==> src/weekly_alarm_table_scheduler_defines.svh <==
// ---------------------------------------------------------------------------
// Weekly alarm table scheduler: assertion macros
// Shared assertion forms for the scheduler, clocked on i_clk and held off
// while the synchronous reset is asserted.
// ---------------------------------------------------------------------------
`ifndef WEEKLY_ALARM_TABLE_SCHEDULER_DEFINES_SVH
`define WEEKLY_ALARM_TABLE_SCHEDULER_DEFINES_SVH

// The consequent must hold in the same cycle as the antecedent.
`define WATS_ASSERT_SAME(label, ante, cons) \
    label: assert property (@(posedge i_clk) disable iff (!i_rst_n) (ante) |-> (cons)) \
        else $error("scheduler check failed in the same cycle");

// The consequent must hold in the cycle after the antecedent.
`define WATS_ASSERT_NEXT(label, ante, cons) \
    label: assert property (@(posedge i_clk) disable iff (!i_rst_n) (ante) |=> (cons)) \
        else $error("scheduler check failed one cycle later");

`endif

==> src/wats_pkg.sv <==
// ---------------------------------------------------------------------------
// Weekly alarm table scheduler package
// Types, constants and helper functions shared by the scheduler modules.
// ---------------------------------------------------------------------------
package wats_pkg;

    // Field widths of one table entry.
    localparam int TIME_W  = 11;
    localparam int LEVEL_W = 7;
    localparam int DAYS_W  = 7;

    // Scheduling constants.
    localparam int MIN_PER_HOUR = 60;
    localparam int LEVEL_MAX    = 100;
    localparam int LEVEL_STEP   = 5;
    localparam int ROUND_UP_REM = 3;
    localparam int MAX_RESULTS  = 8;
    localparam int CNT_W        = $clog2(MAX_RESULTS + 1);

    // Reciprocal of the level step, valid for levels up to LEVEL_MAX.
    localparam int RECIP_MUL   = 205;
    localparam int RECIP_SHIFT = 10;

    // Command codes carried in the input tuser.
    typedef enum logic [1:0] {
        CMD_WRITE = 2'd0,
        CMD_TICK  = 2'd1,
        CMD_SYNC  = 2'd2,
        CMD_CATCH = 2'd3
    } t_cmd;

    // Operand pairs that the shared comparator can be asked to check.
    typedef enum logic [1:0] {
        CMP_NOW  = 2'd0,   // entry time <= current time
        CMP_BEST = 2'd1,   // entry time <= best candidate time
        CMP_LAST = 2'd2    // best candidate time <= last applied time
    } t_cmp_sel;

    // One stored alarm entry.
    typedef struct packed {
        logic               active;
        logic [DAYS_W-1:0]  days;
        logic [TIME_W-1:0]  minutes;
        logic [LEVEL_W-1:0] level;
    } t_entry;

    // Operands offered to the shared comparator.
    typedef struct packed {
        logic [TIME_W-1:0] entry_time;
        logic [TIME_W-1:0] now;
        logic [TIME_W-1:0] best_time;
        logic [TIME_W-1:0] last_now;
    } t_cmp_ops;

    // Minutes since midnight, without wrapping of out-of-range fields.
    function automatic logic [TIME_W-1:0] to_minutes(input logic [4:0] hour,
                                                     input logic [5:0] minute);
        return TIME_W'(hour) * TIME_W'(MIN_PER_HOUR) + TIME_W'(minute);
    endfunction

    // Clamp to 0..100 and round to the level step; remainders 3 and 4 go up.
    function automatic logic [LEVEL_W-1:0] round_level(input logic signed [7:0] raw);
        logic [LEVEL_W-1:0] v;
        logic [15:0]        prod;
        logic [LEVEL_W-1:0] quot;
        logic [LEVEL_W-1:0] rem;
        if (raw[7]) begin
            v = '0;
        end else if (raw > 8'sd100) begin
            v = LEVEL_W'(LEVEL_MAX);
        end else begin
            v = raw[LEVEL_W-1:0];
        end
        prod = 16'(v) * 16'(RECIP_MUL);
        quot = LEVEL_W'(prod >> RECIP_SHIFT);
        rem  = v - LEVEL_W'(quot * LEVEL_W'(LEVEL_STEP));
        return v - rem + ((rem >= LEVEL_W'(ROUND_UP_REM)) ? LEVEL_W'(LEVEL_STEP) : '0);
    endfunction

endpackage

==> src/weekly_alarm_table_scheduler.sv <==
// ---------------------------------------------------------------------------
// Weekly alarm table scheduler
// Keeps a table of weekly alarm entries and walks it under a small sequencer
// for minute ticks, fired-flag sync and catch-up after a reload.
// ---------------------------------------------------------------------------
// Channel   Direction  Signals                      Contents
// s_axis    in         tvalid tready tdata tuser    command and entry/time fields
// m_axis    out        tvalid tready tdata tlast    fired slot and level
//
// A write goes to the table straight from the idle state. Tick and sync visit each
// slot with a table read step and then a compare step, between the accepting and
// closing states; catch-up adds a best-candidate step for a matching slot once a
// candidate is held, as a second pass through the shared comparator picks the latest.
// Each result waits for the output register to be free; the walk pauses there.
// Reset clears the valid bits of the table and all fired flags.
// The input is not ready until the walk of the previous item has finished.
// ---------------------------------------------------------------------------
`include "weekly_alarm_table_scheduler_defines.svh"

module weekly_alarm_table_scheduler
    import wats_pkg::*;
#(
    parameter int ENTRY_COUNT = 8
) (
    input  logic        i_clk,
    input  logic        i_rst_n,
    // Input stream
    input  logic        s_axis_tvalid,
    output logic        s_axis_tready,
    // tdata, low bit up: entry_index[2:0], active[3], day_mask[10:4],
    // raw_level[18:11], day[21:19], hour[26:22], minute[32:27],
    // last_day[35:33], last_hour[40:36], last_minute[46:41], zero fill[47]
    input  logic [47:0] s_axis_tdata,
    // tuser: command[1:0]
    input  logic [1:0]  s_axis_tuser,
    // Result stream
    output logic        m_axis_tvalid,
    input  logic        m_axis_tready,
    // tdata, low bit up: fired_index[2:0], target_level[9:3], zero fill[15:10]
    output logic [15:0] m_axis_tdata,
    output logic        m_axis_tlast
);

    localparam int IDX_W = (ENTRY_COUNT > 1) ? $clog2(ENTRY_COUNT) : 1;

    typedef enum logic [4:0] {
        S_IDLE = 5'b00001,
        S_READ = 5'b00010,
        S_EVAL = 5'b00100,
        S_BEST = 5'b01000,
        S_END  = 5'b10000
    } t_state;

    // Unpacked input fields
    t_cmd               in_cmd;
    logic [2:0]         in_entry_index;
    logic               in_active;
    logic [DAYS_W-1:0]  in_day_mask;
    logic signed [7:0]  in_raw_level;
    logic [2:0]         in_day;
    logic [4:0]         in_hour;
    logic [5:0]         in_minute;
    logic [2:0]         in_last_day;
    logic [4:0]         in_last_hour;
    logic [5:0]         in_last_minute;

    // Sequencer state and captured command
    t_state                 r_state, n_state;
    t_cmd                   r_cmd, n_cmd;
    logic [2:0]             r_day, n_day;
    logic [2:0]             r_last_day, n_last_day;
    logic [TIME_W-1:0]      r_now, n_now;
    logic [TIME_W-1:0]      r_last_now, n_last_now;
    logic [IDX_W-1:0]       r_idx, n_idx;
    logic [CNT_W-1:0]       r_cnt, n_cnt;
    logic [ENTRY_COUNT-1:0] r_fired, n_fired;

    // Pending result or best catch-up candidate
    logic                   r_pend_valid, n_pend_valid;
    logic [IDX_W-1:0]       r_pend_idx, n_pend_idx;
    logic [LEVEL_W-1:0]     r_pend_level, n_pend_level;
    logic [TIME_W-1:0]      r_pend_time, n_pend_time;

    // Output register
    logic                   r_out_valid, n_out_valid;
    logic [2:0]             r_out_idx, n_out_idx;
    logic [LEVEL_W-1:0]     r_out_level, n_out_level;
    logic                   r_out_last, n_out_last;

    // Table and comparator connections
    logic                   accept;
    logic                   wr_en;
    t_entry                 wr_data;
    t_entry                 rd_entry;
    t_cmp_sel               cmp_sel;
    t_cmp_ops               cmp_ops;
    logic                   cmp_le;
    logic [7:0]             day_bits;
    logic                   today;
    logic                   last_entry;
    logic                   out_free;
    logic                   adv;
    logic                   emit;

    // Unpack the input transfer
    assign in_cmd         = t_cmd'(s_axis_tuser);
    assign in_entry_index = s_axis_tdata[2:0];
    assign in_active      = s_axis_tdata[3];
    assign in_day_mask    = s_axis_tdata[10:4];
    assign in_raw_level   = s_axis_tdata[18:11];
    assign in_day         = s_axis_tdata[21:19];
    assign in_hour        = s_axis_tdata[26:22];
    assign in_minute      = s_axis_tdata[32:27];
    assign in_last_day    = s_axis_tdata[35:33];
    assign in_last_hour   = s_axis_tdata[40:36];
    assign in_last_minute = s_axis_tdata[46:41];

    assign s_axis_tready = (r_state == S_IDLE);
    assign accept        = s_axis_tvalid && s_axis_tready;

    // Table write for a write command to a slot that exists
    assign wr_en = accept && (in_cmd == CMD_WRITE) && (32'(in_entry_index) < ENTRY_COUNT);
    always_comb begin
        wr_data.active  = in_active;
        wr_data.days    = in_day_mask;
        wr_data.minutes = to_minutes(in_hour, in_minute);
        wr_data.level   = round_level(in_raw_level);
    end

    wats_table #(
        .ENTRY_COUNT(ENTRY_COUNT)
    ) u_table (
        .i_clk     (i_clk),
        .i_rst_n   (i_rst_n),
        .i_wr_en   (wr_en),
        .i_wr_addr (IDX_W'(in_entry_index)),
        .i_wr_data (wr_data),
        .i_rd_addr (r_idx),
        .o_rd_data (rd_entry)
    );

    // Comparator operands follow the sequencer step
    always_comb begin
        unique case (r_state)
            S_EVAL:  cmp_sel = CMP_NOW;
            S_BEST:  cmp_sel = CMP_BEST;
            default: cmp_sel = CMP_LAST;
        endcase
        cmp_ops.entry_time = rd_entry.minutes;
        cmp_ops.now        = r_now;
        cmp_ops.best_time  = r_pend_time;
        cmp_ops.last_now   = r_last_now;
    end

    wats_cmp u_cmp (
        .i_sel (cmp_sel),
        .i_ops (cmp_ops),
        .o_le  (cmp_le)
    );

    // Weekday seven has no mask bit, so it reads the zero fill.
    assign day_bits   = {1'b0, rd_entry.days};
    assign today      = day_bits[r_day];
    assign last_entry = (r_idx == IDX_W'(ENTRY_COUNT - 1));
    assign out_free   = !r_out_valid || m_axis_tready;

    // Sequencer
    always_comb begin
        n_state      = r_state;
        n_cmd        = r_cmd;
        n_day        = r_day;
        n_last_day   = r_last_day;
        n_now        = r_now;
        n_last_now   = r_last_now;
        n_idx        = r_idx;
        n_cnt        = r_cnt;
        n_fired      = r_fired;
        n_pend_valid = r_pend_valid;
        n_pend_idx   = r_pend_idx;
        n_pend_level = r_pend_level;
        n_pend_time  = r_pend_time;
        n_out_valid  = r_out_valid && !m_axis_tready;
        n_out_idx    = r_out_idx;
        n_out_level  = r_out_level;
        n_out_last   = r_out_last;
        adv          = 1'b0;
        emit         = 1'b0;

        unique case (r_state)
            S_IDLE: begin
                if (accept && (in_cmd != CMD_WRITE)) begin
                    n_cmd        = in_cmd;
                    n_day        = in_day;
                    n_last_day   = in_last_day;
                    n_now        = to_minutes(in_hour, in_minute);
                    n_last_now   = to_minutes(in_last_hour, in_last_minute);
                    n_idx        = '0;
                    n_cnt        = '0;
                    n_pend_valid = 1'b0;
                    n_state      = S_READ;
                    // Midnight tick starts a new day of firing.
                    if ((in_cmd == CMD_TICK) && (in_hour == 5'd0) && (in_minute == 6'd0)) begin
                        n_fired = '0;
                    end
                end
            end

            S_READ: begin
                n_state = S_EVAL;
            end

            S_EVAL: begin
                unique case (r_cmd)
                    CMD_TICK: begin
                        if (rd_entry.active && today && !r_fired[r_idx] && cmp_le
                            && (r_cnt < CNT_W'(MAX_RESULTS))) begin
                            // Hand the older pending result on before taking this one.
                            if (!r_pend_valid || out_free) begin
                                if (r_pend_valid) begin
                                    n_out_valid = 1'b1;
                                    n_out_idx   = 3'(r_pend_idx);
                                    n_out_level = r_pend_level;
                                    n_out_last  = 1'b0;
                                end
                                n_pend_valid     = 1'b1;
                                n_pend_idx       = r_idx;
                                n_pend_level     = rd_entry.level;
                                n_pend_time      = rd_entry.minutes;
                                n_fired[r_idx]   = 1'b1;
                                n_cnt            = r_cnt + 1'b1;
                                adv              = 1'b1;
                            end
                        end else begin
                            adv = 1'b1;
                        end
                    end
                    CMD_SYNC: begin
                        if (today) begin
                            n_fired[r_idx] = cmp_le;
                        end
                        adv = 1'b1;
                    end
                    CMD_CATCH: begin
                        if (rd_entry.active && today && cmp_le) begin
                            n_fired[r_idx] = 1'b1;
                            if (!r_pend_valid) begin
                                n_pend_valid = 1'b1;
                                n_pend_idx   = r_idx;
                                n_pend_level = rd_entry.level;
                                n_pend_time  = rd_entry.minutes;
                                adv          = 1'b1;
                            end else begin
                                n_state = S_BEST;
                            end
                        end else begin
                            adv = 1'b1;
                        end
                    end
                    default: begin
                        n_state = S_IDLE;
                    end
                endcase
            end

            S_BEST: begin
                // Strictly later time replaces the candidate; ties keep the lower slot.
                if (!cmp_le) begin
                    n_pend_idx   = r_idx;
                    n_pend_level = rd_entry.level;
                    n_pend_time  = rd_entry.minutes;
                end
                adv = 1'b1;
            end

            S_END: begin
                // Final result carries the last flag.
                if (r_cmd == CMD_TICK) begin
                    emit = r_pend_valid;
                end else if (r_cmd == CMD_CATCH) begin
                    emit = r_pend_valid && ((r_last_day != r_day) || !cmp_le);
                end
                if (!emit) begin
                    n_pend_valid = 1'b0;
                    n_state      = S_IDLE;
                end else if (out_free) begin
                    n_out_valid  = 1'b1;
                    n_out_idx    = 3'(r_pend_idx);
                    n_out_level  = r_pend_level;
                    n_out_last   = 1'b1;
                    n_pend_valid = 1'b0;
                    n_state      = S_IDLE;
                end
            end

            default: begin
                n_state = S_IDLE;
            end
        endcase

        // Step to the next slot, or close the walk after the last one.
        if (adv) begin
            if (last_entry) begin
                n_state = S_END;
            end else begin
                n_idx   = r_idx + 1'b1;
                n_state = S_READ;
            end
        end
    end

    // Control registers
    always_ff @(posedge i_clk) begin
        if (!i_rst_n) begin
            r_state      <= S_IDLE;
            r_idx        <= '0;
            r_cnt        <= '0;
            r_fired      <= '0;
            r_pend_valid <= 1'b0;
            r_out_valid  <= 1'b0;
        end else begin
            r_state      <= n_state;
            r_idx        <= n_idx;
            r_cnt        <= n_cnt;
            r_fired      <= n_fired;
            r_pend_valid <= n_pend_valid;
            r_out_valid  <= n_out_valid;
        end
    end

    // Payload registers
    always_ff @(posedge i_clk) begin
        r_cmd        <= n_cmd;
        r_day        <= n_day;
        r_last_day   <= n_last_day;
        r_now        <= n_now;
        r_last_now   <= n_last_now;
        r_pend_idx   <= n_pend_idx;
        r_pend_level <= n_pend_level;
        r_pend_time  <= n_pend_time;
        r_out_idx    <= n_out_idx;
        r_out_level  <= n_out_level;
        r_out_last   <= n_out_last;
    end

    assign m_axis_tvalid = r_out_valid;
    assign m_axis_tdata  = {6'd0, r_out_level, r_out_idx};
    assign m_axis_tlast  = r_out_last;

    // Checks on the sequencer
    `WATS_ASSERT_NEXT(a_busy_after_cmd, accept && (in_cmd != CMD_WRITE), !s_axis_tready)
    `WATS_ASSERT_SAME(a_idle_no_pending, r_state == S_IDLE, !r_pend_valid)
    `WATS_ASSERT_SAME(a_count_bounded, r_state != S_IDLE, r_cnt <= CNT_W'(MAX_RESULTS))

endmodule

==> src/wats_cmp.sv <==
// ---------------------------------------------------------------------------
// Shared time comparator
// Selects one operand pair by code and reports whether the first operand is
// at or before the second.
// ---------------------------------------------------------------------------
module wats_cmp
    import wats_pkg::*;
(
    input  t_cmp_sel i_sel,
    input  t_cmp_ops i_ops,
    output logic     o_le
);

    logic [TIME_W-1:0] op_a;
    logic [TIME_W-1:0] op_b;

    // Operand selection for the current step of the sequencer.
    always_comb begin
        unique case (i_sel)
            CMP_NOW: begin
                op_a = i_ops.entry_time;
                op_b = i_ops.now;
            end
            CMP_BEST: begin
                op_a = i_ops.entry_time;
                op_b = i_ops.best_time;
            end
            CMP_LAST: begin
                op_a = i_ops.best_time;
                op_b = i_ops.last_now;
            end
            default: begin
                op_a = '0;
                op_b = '0;
            end
        endcase
    end

    // The single magnitude compare.
    assign o_le = (op_a <= op_b);

endmodule

==> src/wats_table.sv <==
// ---------------------------------------------------------------------------
// Alarm entry table
// Single-port-write, registered-read store of the alarm entries, with a
// valid bit per slot so that unwritten slots read as all zeros.
// ---------------------------------------------------------------------------
module wats_table
    import wats_pkg::*;
#(
    parameter  int ENTRY_COUNT = 8,
    localparam int IDX_W       = (ENTRY_COUNT > 1) ? $clog2(ENTRY_COUNT) : 1
) (
    input  logic             i_clk,
    input  logic             i_rst_n,
    input  logic             i_wr_en,
    input  logic [IDX_W-1:0] i_wr_addr,
    input  t_entry           i_wr_data,
    input  logic [IDX_W-1:0] i_rd_addr,
    output t_entry           o_rd_data
);

    t_entry                 r_mem [ENTRY_COUNT];
    t_entry                 r_rd_data;
    logic [ENTRY_COUNT-1:0] r_valid;
    logic                   r_rd_valid;

    // Entry storage: write port and registered read port.
    always_ff @(posedge i_clk) begin
        if (i_wr_en) begin
            r_mem[i_wr_addr] <= i_wr_data;
        end
        r_rd_data <= r_mem[i_rd_addr];
    end

    // Valid bits, cleared at reset and set by the first write to a slot.
    always_ff @(posedge i_clk) begin
        if (!i_rst_n) begin
            r_valid    <= '0;
            r_rd_valid <= 1'b0;
        end else begin
            if (i_wr_en) begin
                r_valid[i_wr_addr] <= 1'b1;
            end
            r_rd_valid <= r_valid[i_rd_addr];
        end
    end

    // A slot that was never written reads as all zeros.
    assign o_rd_data = r_rd_valid ? r_rd_data : '0;

endmodule
==> config.mk <==
export PLATFORM = sky130hd
export DESIGN_NAME = weekly_alarm_table_scheduler
export DESIGN_NICKNAME = d
export VERILOG_FILES = /design/src/wats_pkg.sv /design/src/weekly_alarm_table_scheduler.sv /design/src/wats_cmp.sv /design/src/wats_table.sv
export VERILOG_INCLUDE_DIRS = /design/src /design/src/src
export SDC_FILE = /design/constraint.sdc
export NUM_CORES = 1
export LEC_CHECK = 0
export ABC_AREA = 0
export BUFFER_PORTS_ARGS = -buffer_cell sky130_fd_sc_hd__buf_2
export CORE_MARGIN = 8
export CORE_UTILIZATION = 56
export CTS_CLUSTER_SIZE = 25
export DETAILED_ROUTE_END_ITERATION = 10
export HOLD_SLACK_MARGIN = 0.02
export PLACE_DENSITY = 0.77
export REMOVE_ABC_BUFFERS = 1
export SYNTH_ARGS = -nofsm -noshare
export SYNTH_HDL_FRONTEND = slang
export SYNTH_SLANG_ARGS = --single-unit
==> constraint.sdc <==
create_clock -name i_clk -period 8 [get_ports i_clk]
set_clock_uncertainty 0.05 [all_clocks]
set_input_delay 0.4 -clock i_clk [delete_from_list [all_inputs] [get_ports i_clk]]
set_output_delay 0.4 -clock i_clk [all_outputs]
set_load 0.005 [all_outputs]
# == After elaboration in Yosys (flattened, before gate mapping) ==
# Memory sizes are Yosys's and may differ from the RTL's. A register that Yosys moved wholly into a read port is not among the register bits.
# Cells that the tools add are included.
# classes
magnitude_cmp,9
bitwise,2
n_reduce_logical,40
muxes,112
n_eq_ne,36
add_sub_neg,7
n_mul,4
# ops
op,count
$mux W7,13
$pmux W11 S2,3
$mux W11,5
$mux W3,16
$mux W8,6
$pmux W7 S2,3
$mux W5,7
$pmux W11 S3,1
$mux W1,32
$mux W26,1
$pmux W5 S5,1
$ne A3 B3 Y1 const B,8
$pmux W8 S3,1
$add A11 B6 Y11,2
$reduce_and A7 Y1,3
$mul A5 B4 Y9 const B,2
$pmux W3 S2,3
$mux W4,4
$ne A2 B2 Y1 const B,8
$or A8 B8 Y8,2
$pmux W8 S2,1
$mul A7 B8 Y15 const B,1
$logic_and A1 B1 Y1,14
$sub A7 B7 Y7,2
other kinds (43),71
# totals
ramBits,208
regBits,93
input_bits,54
n_memories,1
output_inout_bits,19
# memory_table
memory,depth,width,rd,rd_clocked_by_memory_dff,write_ports,line,rtl
u_table.r_mem,8,26,1,1,1,wats_table.sv:21,t_entry r_mem [ENTRY_COUNT];

# == Depth between registers and ports, before layout ==
# Gate-level depths: netlist of the first run.
# logic_depth
depth_word,15
mapped_depth,41
depth_no_buf,41

# == By module ==
# Synthesis of the first run repeated with hierarchy kept, for this count alone.
# hier_totals
cells_unflattened,1089
area_unflattened_um2,16195.5
# modules_own_cells
mod,area_per_inst_um2,n_inst,cells_each
wats_table,9006.1,1,393
weekly_alarm_table_scheduler,6490.0,1,596
wats_cmp,699.4,1,100

# == Worst setup path before layout of the first run ==
# Ideal clock, no wire load.
# synth_timing
kind,input to register
start,input s_axis_tdata[11]
end,"memory u_table.r_mem[0][6] (netlist name), data pin"
path_stages,35
path_buffers,0
t_arrival_ns,8.246
path_slack_ns,-0.528
t_required_ns,7.719
cell_sequence,o21ai_0 > a21oi_1 > nor2_1 > nand2_1 > inv_1 > ha_1 > ha_1 > or2_2 > fa_1 > ha_1 > ha_1 > or2_2 > a2111o_1 > a31o_2 > xor2_1 > ha_1 > fa_1 > inv_1 > ha_1 > a21oi_1 > o21bai_1 > a21oi_1 > xnor2_1 > xnor3_1 > and4_1 > fa_1 > inv_1 > ha_1 > a21o_1 > a21oi_1 > o21bai_1 > a21oi_1 > xor2_1 > xnor2_1 > xnor2_1
# synth_rtl
item,line,rtl
"start, declared",weekly_alarm_table_scheduler.sv:33,"input logic [47:0] s_axis_tdata,"
"end, declared",wats_table.sv:21,

==> results of run 1 <==
[repair_timing]
| item | 4_1_cts | 5_1_grt |
|---|---|---|
| hold buffers | 8 | 0 |
| buffers inserted | 1 | 2 |
| pin swaps | 7 | 33 |
| endpoints found under the setup margin | 8 | 40 |
| endpoints found under the hold margin | 8 | 0 |
| resized for setup | 3 | 42 |
[worst max path at each step]
stage | startpoint | end | slack, ps | depth (start not counted)
after CTS | s_axis_tdata[11] | u_table.r_mem[5][6]$_DFFE_PP_ | 20 | 40
final | s_axis_tdata[18] | u_table.r_mem[7][6]$_DFFE_PP_ | 340 | 35
after global placement | s_axis_tdata[11] | u_table.r_mem[4][6]$_DFFE_PP_ | -540 | 36
after floorplan | s_axis_tdata[11] | u_table.r_mem[0][6]$_DFFE_PP_ | -530 | 35
after global routing | s_axis_tdata[12] | u_table.r_mem[5][6]$_DFFE_PP_ | -30 | 38
after detailed placement | s_axis_tdata[11] | u_table.r_mem[3][6]$_DFFE_PP_ | -750 | 37
[routing by layer]
layer	track usage	vias up	wire length, um
met2	0.337	369	16300
met5	0	-	0
met3	0.0253	43	2090
met4	0.0531	0	584
li1	-	4489	-
met1	0.254	4681	13800
[cell usage in the layout, fill, tap and decap left out, types with 7 or more instances in the layout]
master                          synthesis  final
sky130_fd_sc_hd__nand4_1               30     30
sky130_fd_sc_hd__mux2_2                10     10
sky130_fd_sc_hd__a21o_1                12     12
sky130_fd_sc_hd__edfxtp_1             270    270
sky130_fd_sc_hd__xnor2_1               32     29
sky130_fd_sc_hd__o311ai_0               8      8
sky130_fd_sc_hd__a22oi_1              110    110
sky130_fd_sc_hd__clkbuf_16              0     29
sky130_fd_sc_hd__nor3b_2                0      7
sky130_fd_sc_hd__o21ai_1               10     10
sky130_fd_sc_hd__a21oi_1               51     46
sky130_fd_sc_hd__ha_4                   0      7
sky130_fd_sc_hd__xor2_1                20     19
sky130_fd_sc_hd__inv_1                 79     75
sky130_fd_sc_hd__nor2b_1                8      7
sky130_fd_sc_hd__nor2_1                51     45
sky130_fd_sc_hd__and2_1                19     18
sky130_fd_sc_hd__o21bai_1               9      9
sky130_fd_sc_hd__dlygate4sd3_1          0      8
sky130_fd_sc_hd__nand3_1               10     10
sky130_fd_sc_hd__ha_1                 104     95
sky130_fd_sc_hd__nand2_1               33     30
sky130_fd_sc_hd__buf_4                  6     78
sky130_fd_sc_hd__buf_2                  1     62
sky130_fd_sc_hd__fa_1                  30     28
sky130_fd_sc_hd__dfxtp_1               57     57
sky130_fd_sc_hd__clkinv_2               0     11
sky130_fd_sc_hd__a22o_1                11     11
[critical path, delay by kind of cell]
kind	cells	cell delay, ps
adder cells (fa/ha/maj)	10	3690
AO/OA/AOI/OAI	9	1680
XOR/XNOR	6	1100
AND/OR/NAND/NOR	4	520
buffers and inverters	6	460
[registers in the layout (all words and copies together) (netlist names), 4 cells and up]
signal / flops
u_table.r_mem: 208
u_table.r_rd_data: 26
r_last_now: 11
r_now: 11
r_pend_time: 11
r_fired: 8
u_table.r_valid: 8
r_out_level: 7
r_pend_level: 7
r_state: 5
r_cnt: 4
[per-stage QoR]
stage / power (uW) / instance area, um2 / worst slack [ps]
after CTS: 5000 / 17500 / 23.9
after global placement: 3630 / 16500 / -542
after global routing: 5320 / 17700 / -25.5
after detailed placement: 3680 / 16500 / -746
final: 5060 / 17700 / 337
after floorplan: 3220 / 15100 / -528
[area by class of cell]
cell class | instances | area [um2]
clock buffer | 37 | 796
clock inverter | 17 | 119
inverter | 80 | 300
multi-input combinational | 671 | 5860
timing repair buffer | 149 | 987
sequential | 327 | 9250
fill | 1862 | 9210
tap | 341 | 427
[report_power, final]
part,internal (uW),leakage (uW),switching (uW)
Sequential,2280,0.00295,18.6
Clock,737,0.000464,580
Combinational,618,0.00340,831
[logic make-up after synthesis]
family / Yosys count
AOI/OAI and AO/OA: 252
xor gates and xnor gates: 53
adders and majority gates: 134
buffers and inverters: 130
DFF: 327
muxes: 20
other: 1
and+or+nand+nor: 206
==> results.md, run 1 <==
- The sort of element at the start of the critical path is an input port.
- Of the synthesized area, sequential elements account for 0.603.
- Along the worst path, the maximum fanout reaches 8.
- The post-detailed-route via-to-cell ratio is between 5 and 6.
- The antenna cell count is 0.
- The run finished with clean final reports.
- The fraction of synthesized cell area taken by the top area cell type is 0.529.
- The largest net degree at the start of global routing is 31.
- The total number of H-tree levels is 1.
- The chip width is about 180 um.
- Dividing the final minimum period by the clock period gives 0.958.
- Of all flip-flops after synthesis, the portion carrying an async set or reset was 0.
- The residual DRC count is 0.
- In this run the tightest slew margin relative to its limit is 0.217.
- After the flow finishes, the layout carries non-filler instances totaling ~1,600.
- The critical path's largest stage delay is ~560 ps.
- In the final layout, the share of cells above drive strength 1 is 0.208.
- The overall routed net length is approximately 33 mm.
- The via count of the first global-routing pass is ~9,700.
- The smallest hold slack is ~74 ps.
- The maximum number of buffers from clock root to sink is 3.
- The starting DRC count in detailed routing is ~890.
- Synthesis inferred around 330 register bits.
- The leakage power total is a little under 0.007 uW.
- The core region area is about 27,000 um2.
- The insertion delay to the later sink of the worst-skew pair is between 500 and 600 ps.
- After legalization and detailed placement, the total HPWL measured around 21 mm.
- The floorplan has 60 rows.
- The adder and majority gate portion of the synthesized area is 0.124.
- The worst register-to-register path begins at r_state[4]$_SDFFE_PN0P_.
- After clock tree synthesis, the clock-pin slew on the worst setup and hold paths is ~60 ps.
- The final critical-path required period is roughly 7700 ps.
- The routed layout has 9,582 vias.
- The share of the synthesized area in compound gates (AO/OA/AOI/OAI) is 0.118.
- At the worst endpoint, the arrival time is roughly 8000 ps.
- The most instantiated library cell after synthesis is sky130_fd_sc_hd__edfxtp_1.
- Routability-driven placement finished with a final weighted congestion of between 0.8 and 0.9.
- The total iterations of the first detailed-routing run is 5.
- The count of max-cap constraint violations is 0.
- The setup TNS is 0 ps.
- The number of ports placed on the die boundary is between 70 and 80.
- Of the total synthesized cell area, the portion taken by XOR and XNOR cells is 0.0312.
- The synthesized instance count is around 1,100.
- The hold violation total from the final report is 0.
- Across every metal layer, demand over resource in global routing totals 0.194.
- The largest individual stage delay along the critical path comes from the cell sky130_fd_sc_hd__fa_1.
- The multiplexer share of the synthesized area is 0.0158.
- The biggest area contributor in the post-synthesis netlist is sky130_fd_sc_hd__edfxtp_1.
- The vertical die dimension is roughly 180 um.
- After synthesis, the largest family of logic cells by area is adder cells.
- Once layout is complete, the utilization of the core stands at 0.658.
- Along the worst hold path, the cell count comes to 1.
- In this run, synthesis inferred 270 flip-flops with an integrated enable.
- The cell type with the highest occurrence count on the critical path is sky130_fd_sc_hd__ha_1.
- At the pin with the least slew margin, the transition time is 1170 ps.
- Among all flip-flop cells after synthesis, the most frequent one is sky130_fd_sc_hd__edfxtp_1.
- The netlist area before placement is about 15,000 um2.
- The worst hold path startpoint is s_axis_tdata[8].
- For this run, the number of Yosys warnings is 0.
- The average detailed-routed wire length per instance is between 20 and 25 um.
- The nature of the critical path endpoint is a flop.
- The first global-routing pass estimated approximately 51 mm of wire.
- Input and output buffers added on the ports amount to 65.
- After the last flow step, the layout net total stands at 1,446.
- The remaining number of nets flagged by the antenna check after routing is 0.
- The effective utilization at floorplan is 0.569.
- TritonCTS built the clock tree.
- After detailed placement, the design holds a cell count of between 1,500 and 2,000.
- The TritonCTS buffer count is 29.
- The clock net in this run drives a total of between 300 and 400 sinks.
- Setup slack on the worst reg-to-reg path comes out at between 3000 and 4000 ps.
- The die area is around 33,000 um2.
- After synthesis, the netlist uses 69 different library cells.
- Each instance of the synthesized netlist takes up on average between 10 and 15 um2.
- The area fraction in and, or, nand and nor cells after synthesis is 0.0733.
- Measured in cells, the most critical reg-to-reg path has a length of 16.
- In this run the critical register-to-register path is captured at r_pend_time[8]$_DFFE_PP_.
- In this run the clock root is driven by a sky130_fd_sc_hd__clkbuf_16.
- The setup-violating endpoint count in the final report is 0.
- The path with the worst hold slack has its endpoint at u_table.r_mem[3][22]$_DFFE_PP_.
- The residual overflow from global routing is 0.
- By startpoint and endpoint, the worst setup path is classified as in2reg.
- The final count of pins violating max slew is 0.
- The growth of design area from synthesis to finish is 15.7%.
- The number of antenna violations at the first check in global routing came to 0.
- After synthesis, the most frequently instantiated cells are sky130_fd_sc_hd__edfxtp_1, sky130_fd_sc_hd__a22oi_1, sky130_fd_sc_hd__ha_1.
- The required time of the critical path is between 8000 and 9000 ps.
- For this design the ratio of total power to cell area is approximately 290 nW/um2.
- The peak supply drop is around 0.18 mV.
- Yosys attributes the largest share of cell area to sky130_fd_sc_hd__edfxtp_1, sky130_fd_sc_hd__ha_1, sky130_fd_sc_hd__dfxtp_1.
- The type of the most critical hold path is in2reg.
- The highest achievable clock rate is 131 MHz.
Power figures use the tool's default switching activity.
==> run 2, diff against run 1 <==
- PLACE_DENSITY: 0.77 -> 0.74
==> run 2 against run 1 <==
Effect of this change: power rose by 4.3%; highest routed layer unchanged; first-iteration DRC count fell by 6.7%; sequential share of layout area fell by 0.78 points; flip-flop and latch count did not move; critical path depth rose by 4; largest power group unchanged.
==> results.md, run 2 (same netlist as run 1, synthesis figures left out) <==
- The effective utilization at floorplan is 0.569 (unchanged).
- The clock sink total came to 327 (unchanged).
- The number of ports placed on the die boundary is 73 (unchanged).
- The combined global-route utilization of all metal layers was 0.200 (+0.00566).
- The die area is 32,900 um2 (unchanged).
- The origin of the critical flop-to-flop path is r_state[4]$_SDFFE_PN0P_.
- The cell area power density came to 293 nW/um2 (+2.7%).
- The leakage power total was 0.00689 uW (+1.1%).
- The antenna cell count is 0 (unchanged).
- The nature of the critical path endpoint is a flop.
- The number of antenna violations at the first check in global routing is 0 (unchanged).
- The hold violation total from the final report came to 0 (unchanged).
- The top fanout value on the critical path came to 8 (unchanged).
- The setup-violating endpoint count in the final report was 0 (unchanged).
- The post-detailed-route via-to-cell ratio is 5.93 (+0.46%).
- The final critical-path required period is 7640 ps (-27.2 ps).
- The type of the worst setup path is in2reg.
- The global routing stage identified its most utilized layer as met2.
- The met1 usage came to 0.267 (+0.0128).
- The peak supply drop is 0.208 mV (+14%).
- The number of cells on the worst reg-to-reg path is 14 (-2).
- The largest registers in the layout are u_table.r_mem x208, u_table.r_rd_data x26.
- The worst hold path belongs to the class in2reg.
- The ratio of final minimum period to clock period is 0.954 (-0.00341).
- The count of max-cap constraint violations is 0 (unchanged).
- The final count of pins violating max slew is 0 (unchanged).
- The TritonCTS buffer count is 31 (+6.9%).
- The total number of H-tree levels was 1 (unchanged).
- The number of input and output port buffers inserted is 65 (unchanged).
- The clock group share of total power is 0.273 (+0.013).
- The internal power of the cells is 3770 uW (+3.7%).
- The placed cell count is 1,558 (+0.064%).
- The placer's final routability congestion estimate was 0.861 (-2.2%).
- For hold timing, the worst endpoint is u_table.r_mem[4][22]$_DFFE_PP_.
- The library cell used as clock root buffer is sky130_fd_sc_hd__clkbuf_16.
- The residual DRC count was 0 (unchanged).
- The starting DRC count in detailed routing was 829 (-6.7%).
- TritonCTS built the clock tree.
- The critical path's largest stage delay was 540 ps (-20 ps).
- The residual overflow from global routing is 0 (unchanged).
- The growth of design area from synthesis to finish is 17.5%.
- The utilization of the core after routing came to 0.668 (+0.00993).
- The core region area is 27,000 um2 (unchanged).
- The wire length of the first global-routing pass is 52.8 mm (+3.1%).
- The maximum number of buffers from clock root to sink came to 3 (unchanged).
- The insertion delay to the later sink of the worst-skew pair came to 560 ps (+20 ps).
- The vertical die dimension is 181 um (unchanged).
- The remaining number of nets flagged by the antenna check after routing came to 0 (unchanged).
- The net load switching power is 1510 uW (+5.6%).
- The endpoint arrival time on the critical path came to 7930 ps (+50 ps).
- In the layout the commonest cells are sky130_fd_sc_hd__edfxtp_1, sky130_fd_sc_hd__a22oi_1, sky130_fd_sc_hd__ha_1, sky130_fd_sc_hd__buf_4, sky130_fd_sc_hd__inv_1.
- The proportion of total power due to net switching is 0.286 (+0.00366).
- The overall routed net length came to 33.6 mm (+2.8%).
- The kind of cell with the highest combined delay along the critical path is adder cells.
- The endpoint identified for the worst register-to-register timing path is r_pend_level[3]$_SDFFCE_PN0P_.
- The total iterations of the first detailed-routing run was 5 (unchanged).
- The share of total power in sequential cells came to 0.435 (-0.018).
- The vias after detailed routing is 9,691 (+1.1%).
- The clock-pin slew reported for the worst setup and hold paths after clock tree synthesis came to 60 ps (about the same).
- The sort of element at the start of the critical path is an input port.
- The required time of the critical path is 8300 ps (+80 ps).
- The chip width is 181 um (unchanged).
- The highest achievable clock rate is 131 MHz (+0.36%).
- The largest net degree at the start of global routing was 31 (unchanged).
- The slowest stage of the critical path is the sky130_fd_sc_hd__fa_1 cell.
- The hold path depth is 1 (unchanged).
- The startpoint identified for the worst hold timing path is s_axis_tdata[8].
- The combinational fraction of design power came to 0.292 (+0.006).
- The average detailed-routed wire length per instance is 20.6 um (+2.1%).
- The total power was 5280 uW (+4.3%).
- The number of standard cells in the layout, taps in and fillers out was 1,633 (+0.68%).
- The number of flip-flops under the largest register name is 208 (unchanged).
- The via count of the first global-routing pass is 9,726 (+0.49%).
- The reg2reg setup slack is 2860 ps (-290 ps).
- The slew at the pin closest to its max-slew limit is 1220 ps (+45.9 ps).
- The site row count is 60 (unchanged).
- Leaving out fill and tap cells, the most frequent cell in the layout is sky130_fd_sc_hd__edfxtp_1.
- The buffers plus inverters on the worst setup path was 6 (unchanged).
- The HPWL after detailed placement is 20.8 mm (+0.53%).
- The final net count is 1,455 (+0.62%).
- The fraction of final layout cells with drive strength greater than 1 was 0.230 (+0.0214).
- The register ranked first by flip-flop count is u_table.r_mem.
- The fraction of met3 tracks used by global routing is 0.0257 (+0.000399).
- The flow ran to the end, and the final reports show no timing, DRC or antenna violations.
- The headroom to the max-slew limit is 0.184 (-0.0328).
- The met2 track demand over resource is 0.339 (+0.00181).
run 2: layout make-up:
type | instances | area, um2
Timing Repair Buffer | 156 | 1030
Clock inverter | 17 | 110
Inverter | 80 | 300
Fill cell | 1851 | 8950
Multi-Input combinational cell | 671 | 5960
Tap cell | 341 | 427
Sequential cell | 327 | 9250
Clock buffer | 41 | 927
run 2: layer usage:
layer	wire length (um)	up-vias
li1	-	4521
met4	764	0
met5	0	-
met1	14300	4745
met2	16500	363
met3	2010	62
run 2: what timing repair did:
item	4_1_cts	5_1_grt
cloned	0	0
pin swaps	6	39
setup endpoints to repair	8	24
hold buffers	8	0
gates resized for setup	3	60
endpoints found under the hold margin	8	0
setup buffers	2	7
run 2: power groups by stage:
stage / registers, uW / logic, uW / clock network, uW
final: 2300 / 1540 / 1440
after global placement: 2330 / 1310 / 0
after floorplan: 2320 / 902 / 0
after CTS: 2300 / 1390 / 1450
after global routing: 2300 / 1730 / 1520
after detailed placement: 2330 / 1360 / 0
run 2: how the worst max path moves through the flow:
| stage | start | to | cells past startpoint |
|---|---|---|---|
| after floorplan | s_axis_tdata[11] | u_table.r_mem[0][6]$_DFFE_PP_ | 35 |
| after global placement | s_axis_tdata[11] | u_table.r_mem[2][6]$_DFFE_PP_ | 36 |
| after detailed placement | s_axis_tdata[11] | u_table.r_mem[4][6]$_DFFE_PP_ | 39 |
| after CTS | s_axis_tdata[11] | u_table.r_mem[4][6]$_DFFE_PP_ | 39 |
| after global routing | s_axis_tdata[14] | u_table.r_mem[4][6]$_DFFE_PP_ | 36 |
| final | s_axis_tdata[12] | u_table.r_mem[4][6]$_DFFE_PP_ | 39 |
run 2: through the flow:
step / setup slack, ps / instance area [um2] / TNS (ps) / hold slack [ps]
3_5_place_dp: -823 / 16500 / -17960 / 355
3_3_place_gp: -550 / 16500 / -8520 / 353
6_report: 365 / 18000 / 0 / 46.9
5_1_grt: -33.9 / 18000 / -243 / 49.3
2_1_floorplan: -528 / 15100 / -4290 / 350
4_1_cts: 57.2 / 17700 / 0 / 29.6
run 2: worst reg2reg max path: stages, from the launching register on:
cell and delay [ps]:
sky130_fd_sc_hd__dfxtp_1 330, sky130_fd_sc_hd__or3_1 420, sky130_fd_sc_hd__nor3b_2 200, sky130_fd_sc_hd__buf_4 290, sky130_fd_sc_hd__nor2_1 80, sky130_fd_sc_hd__buf_4 220
sky130_fd_sc_hd__mux2_2 310, sky130_fd_sc_hd__ha_1 320, sky130_fd_sc_hd__nand4_1 180, sky130_fd_sc_hd__o211ai_1 170, sky130_fd_sc_hd__o31ai_1 110, sky130_fd_sc_hd__a31oi_1 890
sky130_fd_sc_hd__a22oi_1 250, sky130_fd_sc_hd__nor2_2 650, sky130_fd_sc_hd__buf_4 360
